[src/rtl/tcet_pkg.sv]
`timescale 1ns / 1ps
// Package for the text console escape terminal: screen geometry, widths, character codes,
// controller states and the command/status structs between controller and datapath.
// Depends on nothing.
package tcet_pkg;

  localparam int SCREEN_ROWS = 25;
  localparam int SCREEN_COLS = 80;
  localparam int TAB_WIDTH   = 8;

  localparam int CELL_COUNT = SCREEN_ROWS * SCREEN_COLS;
  localparam int LAST_LINE  = (SCREEN_ROWS - 1) * SCREEN_COLS;

  localparam int POS_W  = $clog2(CELL_COUNT);
  localparam int COL_W  = $clog2(SCREEN_COLS);
  localparam int TPH_W  = (TAB_WIDTH > 1) ? $clog2(TAB_WIDTH) : 1;
  localparam int IDX_W  = 11;
  localparam int CHAR_W = 7;
  localparam int ATTR_W = 8;
  localparam int CELL_W = CHAR_W + ATTR_W;
  localparam int ARG_W  = 12;
  localparam int DIG_W  = 4;

  localparam logic [ARG_W-1:0]  ARG_MAX    = {ARG_W{1'b1}};
  localparam logic [ATTR_W-1:0] RESET_ATTR = 8'h07;

  localparam logic [CHAR_W-1:0] CH_SPACE = 7'h20;
  localparam logic [CHAR_W-1:0] CH_TILDE = 7'h7E;
  localparam logic [CHAR_W-1:0] CH_NL    = 7'h0A;
  localparam logic [CHAR_W-1:0] CH_CR    = 7'h0D;
  localparam logic [CHAR_W-1:0] CH_BS    = 7'h08;
  localparam logic [CHAR_W-1:0] CH_TAB   = 7'h09;
  localparam logic [CHAR_W-1:0] CH_ESC   = 7'h1B;
  localparam logic [CHAR_W-1:0] CH_LBR   = 7'h5B;
  localparam logic [CHAR_W-1:0] CH_SEMI  = 7'h3B;
  localparam logic [CHAR_W-1:0] CH_ZERO  = 7'h30;
  localparam logic [CHAR_W-1:0] CH_NINE  = 7'h39;
  localparam logic [CHAR_W-1:0] CH_UP_H  = 7'h48;
  localparam logic [CHAR_W-1:0] CH_UP_J  = 7'h4A;

  typedef enum logic [3:0] {
    S_INIT,
    S_IDLE,
    S_DECODE,
    S_READ_WAIT,
    S_POS,
    S_DIV_COL,
    S_DIV_TAB,
    S_SCR_PRIME,
    S_SCR_MOVE,
    S_FILL,
    S_FINISH
  } ctrl_state_e;

  typedef enum logic [2:0] {
    ESC_IDLE,
    ESC_SEEN,
    ESC_BRACKET,
    ESC_ROW,
    ESC_COL
  } esc_e;

  typedef enum logic [1:0] {
    POS_HOME,
    POS_ROW,
    POS_FULL
  } pos_sel_e;

  typedef enum logic [4:0] {
    OP_NONE,
    OP_LATCH,
    OP_READ,
    OP_CAPTURE,
    OP_PRINT,
    OP_NL,
    OP_CR,
    OP_BS,
    OP_TAB,
    OP_ROW_FIRST,
    OP_ROW_DIGIT,
    OP_COL_ZERO,
    OP_COL_DIGIT,
    OP_HOME,
    OP_POS_START,
    OP_POS_SET,
    OP_DIV_COL,
    OP_DIV_TAB,
    OP_SCR_READ,
    OP_SCR_MOVE,
    OP_FILL,
    OP_INIT_FILL,
    OP_DONE
  } dp_op_e;

  typedef struct packed {
    dp_op_e   op;
    pos_sel_e pos_sel;
  } dp_cmd_t;

  typedef struct packed {
    logic mode;
    logic is_digit;
    logic is_print;
    logic is_nl;
    logic is_cr;
    logic is_bs;
    logic is_tab;
    logic is_esc;
    logic is_lbr;
    logic is_semi;
    logic is_h;
    logic is_j;
    logic idx_ok;
    logic print_wrap;
    logic nl_scroll;
    logic tab_scroll;
    logic move_last;
    logic fill_last;
    logic lt_cols;
    logic lt_tab;
    logic out_free;
  } dp_status_t;

endpackage

[src/rtl/tcet_ctrl.sv]
`timescale 1ns / 1ps
// Controller of the text console escape terminal: request sequencing state machine and
// escape sequence phase. Depends on tcet_pkg; drives tcet_dp through dp_cmd_t.
module tcet_ctrl (
  input  logic                  clk_i,
  input  logic                  rst_ni,
  input  logic                  in_valid_i,
  output logic                  in_ready_o,
  input  tcet_pkg::dp_status_t  status_i,
  output tcet_pkg::dp_cmd_t     cmd_o
);

  tcet_pkg::ctrl_state_e state_q, state_d;
  tcet_pkg::esc_e        esc_q, esc_d;

  tcet_pkg::dp_op_e      act_op;
  tcet_pkg::ctrl_state_e act_state;

  always_ff @(posedge clk_i or negedge rst_ni) begin
    if (!rst_ni) begin
      state_q <= tcet_pkg::S_INIT;
      esc_q   <= tcet_pkg::ESC_IDLE;
    end else begin
      state_q <= state_d;
      esc_q   <= esc_d;
    end
  end

  // final byte of an escape sequence
  always_comb begin
    if (status_i.is_j) begin
      act_op    = tcet_pkg::OP_HOME;
      act_state = tcet_pkg::S_FILL;
    end else if (status_i.is_h) begin
      act_op    = tcet_pkg::OP_POS_START;
      act_state = tcet_pkg::S_POS;
    end else begin
      act_op    = tcet_pkg::OP_NONE;
      act_state = tcet_pkg::S_FINISH;
    end
  end

  always_comb begin
    state_d       = state_q;
    esc_d         = esc_q;
    in_ready_o    = 1'b0;
    cmd_o.op      = tcet_pkg::OP_NONE;
    cmd_o.pos_sel = tcet_pkg::POS_HOME;

    case (state_q)
      tcet_pkg::S_INIT: begin
        cmd_o.op = tcet_pkg::OP_INIT_FILL;
        if (status_i.fill_last) begin
          state_d = tcet_pkg::S_IDLE;
        end
      end

      tcet_pkg::S_IDLE: begin
        in_ready_o = 1'b1;
        if (in_valid_i) begin
          cmd_o.op = tcet_pkg::OP_LATCH;
          state_d  = tcet_pkg::S_DECODE;
        end
      end

      tcet_pkg::S_DECODE: begin
        state_d = tcet_pkg::S_FINISH;
        if (status_i.mode) begin
          if (status_i.idx_ok) begin
            cmd_o.op = tcet_pkg::OP_READ;
            state_d  = tcet_pkg::S_READ_WAIT;
          end
        end else begin
          case (esc_q)
            tcet_pkg::ESC_IDLE: begin
              if (status_i.is_print) begin
                cmd_o.op = tcet_pkg::OP_PRINT;
                if (status_i.print_wrap) begin
                  state_d = tcet_pkg::S_SCR_PRIME;
                end
              end else if (status_i.is_nl) begin
                cmd_o.op = tcet_pkg::OP_NL;
                if (status_i.nl_scroll) begin
                  state_d = tcet_pkg::S_SCR_PRIME;
                end
              end else if (status_i.is_cr) begin
                cmd_o.op = tcet_pkg::OP_CR;
              end else if (status_i.is_bs) begin
                cmd_o.op = tcet_pkg::OP_BS;
                state_d  = tcet_pkg::S_DIV_COL;
              end else if (status_i.is_tab) begin
                cmd_o.op = tcet_pkg::OP_TAB;
                state_d  = status_i.tab_scroll ? tcet_pkg::S_SCR_PRIME : tcet_pkg::S_DIV_COL;
              end else if (status_i.is_esc) begin
                esc_d = tcet_pkg::ESC_SEEN;
              end
            end
            tcet_pkg::ESC_SEEN: begin
              esc_d = status_i.is_lbr ? tcet_pkg::ESC_BRACKET : tcet_pkg::ESC_IDLE;
            end
            tcet_pkg::ESC_BRACKET: begin
              if (status_i.is_digit) begin
                cmd_o.op = tcet_pkg::OP_ROW_FIRST;
                esc_d    = tcet_pkg::ESC_ROW;
              end else begin
                cmd_o.op      = act_op;
                cmd_o.pos_sel = tcet_pkg::POS_HOME;
                state_d       = act_state;
                esc_d         = tcet_pkg::ESC_IDLE;
              end
            end
            tcet_pkg::ESC_ROW: begin
              if (status_i.is_digit) begin
                cmd_o.op = tcet_pkg::OP_ROW_DIGIT;
              end else if (status_i.is_semi) begin
                cmd_o.op = tcet_pkg::OP_COL_ZERO;
                esc_d    = tcet_pkg::ESC_COL;
              end else begin
                cmd_o.op      = act_op;
                cmd_o.pos_sel = tcet_pkg::POS_ROW;
                state_d       = act_state;
                esc_d         = tcet_pkg::ESC_IDLE;
              end
            end
            tcet_pkg::ESC_COL: begin
              if (status_i.is_digit) begin
                cmd_o.op = tcet_pkg::OP_COL_DIGIT;
              end else begin
                cmd_o.op      = act_op;
                cmd_o.pos_sel = tcet_pkg::POS_FULL;
                state_d       = act_state;
                esc_d         = tcet_pkg::ESC_IDLE;
              end
            end
            default: begin
              esc_d = tcet_pkg::ESC_IDLE;
            end
          endcase
        end
      end

      tcet_pkg::S_READ_WAIT: begin
        cmd_o.op = tcet_pkg::OP_CAPTURE;
        state_d  = tcet_pkg::S_FINISH;
      end

      tcet_pkg::S_POS: begin
        cmd_o.op = tcet_pkg::OP_POS_SET;
        state_d  = tcet_pkg::S_DIV_COL;
      end

      tcet_pkg::S_DIV_COL: begin
        cmd_o.op = tcet_pkg::OP_DIV_COL;
        if (status_i.lt_cols) begin
          state_d = tcet_pkg::S_DIV_TAB;
        end
      end

      tcet_pkg::S_DIV_TAB: begin
        cmd_o.op = tcet_pkg::OP_DIV_TAB;
        if (status_i.lt_tab) begin
          state_d = tcet_pkg::S_FINISH;
        end
      end

      tcet_pkg::S_SCR_PRIME: begin
        cmd_o.op = tcet_pkg::OP_SCR_READ;
        state_d  = tcet_pkg::S_SCR_MOVE;
      end

      tcet_pkg::S_SCR_MOVE: begin
        cmd_o.op = tcet_pkg::OP_SCR_MOVE;
        if (status_i.move_last) begin
          state_d = tcet_pkg::S_FILL;
        end
      end

      tcet_pkg::S_FILL: begin
        cmd_o.op = tcet_pkg::OP_FILL;
        if (status_i.fill_last) begin
          state_d = tcet_pkg::S_FINISH;
        end
      end

      tcet_pkg::S_FINISH: begin
        if (status_i.out_free) begin
          cmd_o.op = tcet_pkg::OP_DONE;
          state_d  = tcet_pkg::S_IDLE;
        end
      end

      default: begin
        state_d = tcet_pkg::S_IDLE;
      end
    endcase
  end

`ifndef NO_ASSERTIONS
  a_accept_decodes: assert property (@(posedge clk_i) disable iff (!rst_ni)
    in_valid_i && in_ready_o |=> state_q == tcet_pkg::S_DECODE)
    else $error("accepted request did not enter decode");

  a_esc_only_in_decode: assert property (@(posedge clk_i) disable iff (!rst_ni)
    !$stable(esc_q) |-> $past(state_q) == tcet_pkg::S_DECODE)
    else $error("escape phase changed outside decode");

  a_finish_holds: assert property (@(posedge clk_i) disable iff (!rst_ni)
    state_q == tcet_pkg::S_FINISH && !status_i.out_free |=> state_q == tcet_pkg::S_FINISH)
    else $error("finish left while result register busy");
`endif

endmodule

[config.mk]
export PLATFORM = sky130hd
export DESIGN_NAME = tcet_ctrl
export DESIGN_NICKNAME = d
export VERILOG_FILES = /design/src/rtl/tcet_pkg.sv /design/src/rtl/tcet_ctrl.sv
export SDC_FILE = /design/constraint.sdc
export NUM_CORES = 1
export LEC_CHECK = 0
export BUFFER_PORTS_ARGS = -buffer_cell sky130_fd_sc_hd__buf_2
export CAP_MARGIN = 20
export CORE_MARGIN = 4
export CORE_UTILIZATION = 56
export CTS_CLUSTER_SIZE = 40
export DETAILED_ROUTE_END_ITERATION = 10
export PLACE_DENSITY = 0.84
export SETUP_SLACK_MARGIN = 0.1
export SLEW_MARGIN = 15
export SYNTH_ARGS = -nofsm -noshare
export SYNTH_HDL_FRONTEND = slang
export SYNTH_SLANG_ARGS = --single-unit
[constraint.sdc]
create_clock -name clk_i -period 5.2 [get_ports clk_i]
set_input_delay 0 -clock clk_i [delete_from_list [all_inputs] [get_ports clk_i]]
set_output_delay 0 -clock clk_i [all_outputs]
set_load 0.01 [all_outputs]
==> flow_summary_export.csv <==
group,metric,value,unit
grt,total_global_routing_overflow,0,
yosys,yosysWarningCount,0,
setup_path,crit_path_cell_trace,"nand2b_1 -> o21ai_0 -> a221oi_1 -> a2bb2oi_1 -> nor3_1 -> buf_2",
yosys,synth_top_flop_cell,"dfrtp_1",
timing,slew_headroom,56.3,%
cts,clkSinkCount,7,
timing,grt_setup_unrepaired,"false",
floorplanning,floorplan.rows,16,
floorplanning,die-area,2900,µm²
yosys,synthArstFlopShare,100,%
setup_path,critical_path.slowest_cell,"dfrtp_1",
run_status,status,"finished clean",
timing,layout_min_cycle_time,2.22,ns
place,place_inst,213,
yosys,synth-edff-count,0,
yosys,synth_top_cells_by_count,"20 x nor2_1, 17 x a21oi_1, 14 x nand2_1",
cts,tritoncts.num_buffers,3,
yosys,synth_fp_nets,194,
grt,grt_start_max_net_pins,23,
place,buffer_ports.inserted,31,
yosys,yosysSeqAreaShare,14.9,%
timing,measured_slew_at_the_worst_slew_check_pin,0.656,ns
timing,final_min_period_over_clock_period,42.8,%
setup_path,critical_path_class,"flop to output pin",
detailed_routing,postRouteWirelength,3090,µm
setup_path,critical_path.endpoint_type,"output pin",
layout,syn2layout_area_growth,12.6,%
setup_path,req_time_crit_path,5.20,ns
setup_path,rrSetupSlack,3.23,ns
floorplanning,floorplan.io_pins,32,
yosys,synth_top_cells_by_area,"dfrtp_1 15%, a21oi_1 7.2%, nor2_1 6.4%, nand2b_1 5.3%, nand2_1 4.5%",
yosys,post_synth_num_cell_types,52,
cts,setup_repair_bufs_after_cts,0,
timing,final.setup.tns,0,ns
pwr,power_density,359,nW/µm²
floorplanning,die_width,53.9,µm
yosys,count_leader_synth,"nor2_1",
setup_path,cp.arrival,2.22,ns
layout,finalInstanceArea,1330,µm²
grt,gr-usage-all-layers,22.2,%
cts,cts_root_buf,"clkbuf_4",
timing,fmax,449,MHz
detailed_routing,drt_drc_violations_left,0,
detailed_routing,detail-route-antenna-nets,0,
setup_path,cp-startpoint,"esc_q[2]$_DFFE_PN0P_",
timing,finalWorstSetupSlack,2.98,ns
pwr,vdd.ir_drop.worst,257,µV
floorplanning,die-height,53.9,µm
pwr,power.leakage,0.535,nW
place,dpl_cell_area,1290,µm²
cts,reg_clk_slew_reported_paths,0.05,ns
setup_path,r2r_start,"state_q[3]$_DFFE_PN0P_",
layout,nFillCells,179,
cts,clock_insertion_delay_worst_skew,0.25,ns
yosys,ys_seq_elements,7,
timing,holdWs,0.0209,ns
floorplanning,start_util,59.5,%
run,drv.max_cap_violation_count,0,
grt,antenna_found_initial,0,
timing,maxSlewViolCount,0,
layout,antenna_cells,0,
cts,clock_tree_from_tritoncts,"done",
layout,drive_gt1_share,22.5,%
detailed_routing,drt_pre_antenna_iters,4,
place,dpl_worst_slack,3.24,ns
detailed_routing,routed-via-count,1377,
cts,clockBufferDepth,2,
grt,number_of_global_route_vias_before_repair,1139,
floorplanning,fp.coreArea,1980,µm²
setup_path,cpPeakStageDelay,0.67,ns
yosys,syn-instance-count,170,
grt,grt_pass1_wl,4850,µm
timing,finalSetupViolations,0,
setup_path,worst-path-max-fanout,18,
yosys,yosysTopAreaCell,"dfrtp_1",
place,place.detailed.hpwl,2370,µm
hold_path,min-delay-path-class,"input pin to flop",
setup_path,timing.critical_path.to,"cmd_o[5]",
timing,final.setup_skew,0.00481,ns
setup_path,reg2reg_to,"state_q[3]$_DFFE_PN0P_",
cts,cts_max_level,1,
setup_path,start_kind,"flop",
detailed_routing,drtIter0Drc,49,
timing,hold_viol_final,0,
place,routabilityCongestion,0.944,
setup_path,reg2reg_depth,5,
detailed_routing,route.detailed.wl_per_inst,14.2,µm
yosys,fraction_of_post_synthesis_cell_area_in_the_top_cell_type_by_area,14.9,%
layout,finalNonFillerCells,218,
detailed_routing,vias_per_cell,6.32,
layout,final_nets,216,
yosys,netlist_area,1180,µm²
yosys,syn_area_per_cell,6.93,µm²
[state kept, by name, summed over array words and instances (netlist names)]
register  cells
esc_q         3
state_q       4
[stage by stage]
stage / util, % / power [mW]
finish: 67.0 / 0.477
global route: 67.0 / 0.525
CTS: 67.0 / 0.478
detailed placement: 65.2 / 0.428
global placement: 65.2 / 0.420
floorplan: - / 0.363
[layout make-up]
class	count	area, µm²	area share [%]
multi-input cells	144	912	68.7
flip-flops and latches	7	175	13.2
repair buffers	32	165	12.4
well taps	27	33.8	2.54
clock buffers	4	26.3	1.98
inverters	4	15.0	1.13
[how the worst min path moves through the flow]
stage | slack [ns] | depth (start not counted) | startpoint | to
3_3_place_gp | -0.16 | 1 | rst_ni | esc_q[2]$_DFFE_PN0P_
5_1_grt | 0.03 | 3 | status_i[12] | esc_q[1]$_DFFE_PN0P_
6_report | 0.02 | 3 | status_i[12] | esc_q[1]$_DFFE_PN0P_
2_1_floorplan | -0.30 | 0 | rst_ni | esc_q[0]$_DFFE_PN0P_
3_5_place_dp | -0.16 | 1 | rst_ni | esc_q[0]$_DFFE_PN0P_
4_1_cts | 0.02 | 3 | status_i[12] | esc_q[1]$_DFFE_PN0P_
[critical path, delay by kind of cell, from the launching register on]
kind                   cells  cell delay (ns)
AND/OR/NAND/NOR            2             0.35
flip-flops                 1             0.67
AO/OA/AOI/OAI              3             0.80
buffers and inverters      1             0.16
[routing by layer]
metal	track usage (%)	wire length, µm	up-vias	share of wire (%)
met5	0	0	-	0
met1	27.6	1340	626	43
li1	-	-	692	-
met3	3.60	189	2	6.1
met2	39.7	1550	57	50
met4	4.68	12	0	0.39
[cell families after synthesis]
| kind of cell | count (synthesis) | synth area share [%] |
|---|---|---|
| simple gates | 73 | 33.8 |
| buf+inv | 19 | 7.75 |
| compound gates | 66 | 39.2 |
| flops | 7 | 14.9 |
| mux | 5 | 4.46 |
[what timing repair did]
action	CTS	global route
hold endpoints to repair	7	0
gates resized for setup	0	0
hold buffers	1	0
setup endpoints to repair	0	0
[power breakdown]
| group | switching [mW] | internal (mW) |
|---|---|---|
| logic | 0.146 | 0.140 |
| registers | 0.0741 | 0.0678 |
| clock network | 0.0196 | 0.0292 |
| total | 0.240 | 0.237 |
[layout by cell type (no fill, tap or decap), types with 4 or more instances in the layout]
cell | Yosys | layout
nand2_1 | 14 | 14
nor2b_1 | 5 | 5
buf_2 | 4 | 31
nor3_1 | 7 | 7
o31ai_1 | 4 | 4
inv_1 | 4 | 4
nand2b_1 | 10 | 10
dfrtp_1 | 7 | 7
nor2_1 | 20 | 20
a21oi_1 | 17 | 17
o21ai_0 | 10 | 10
(Power assumes the default switching activity.)
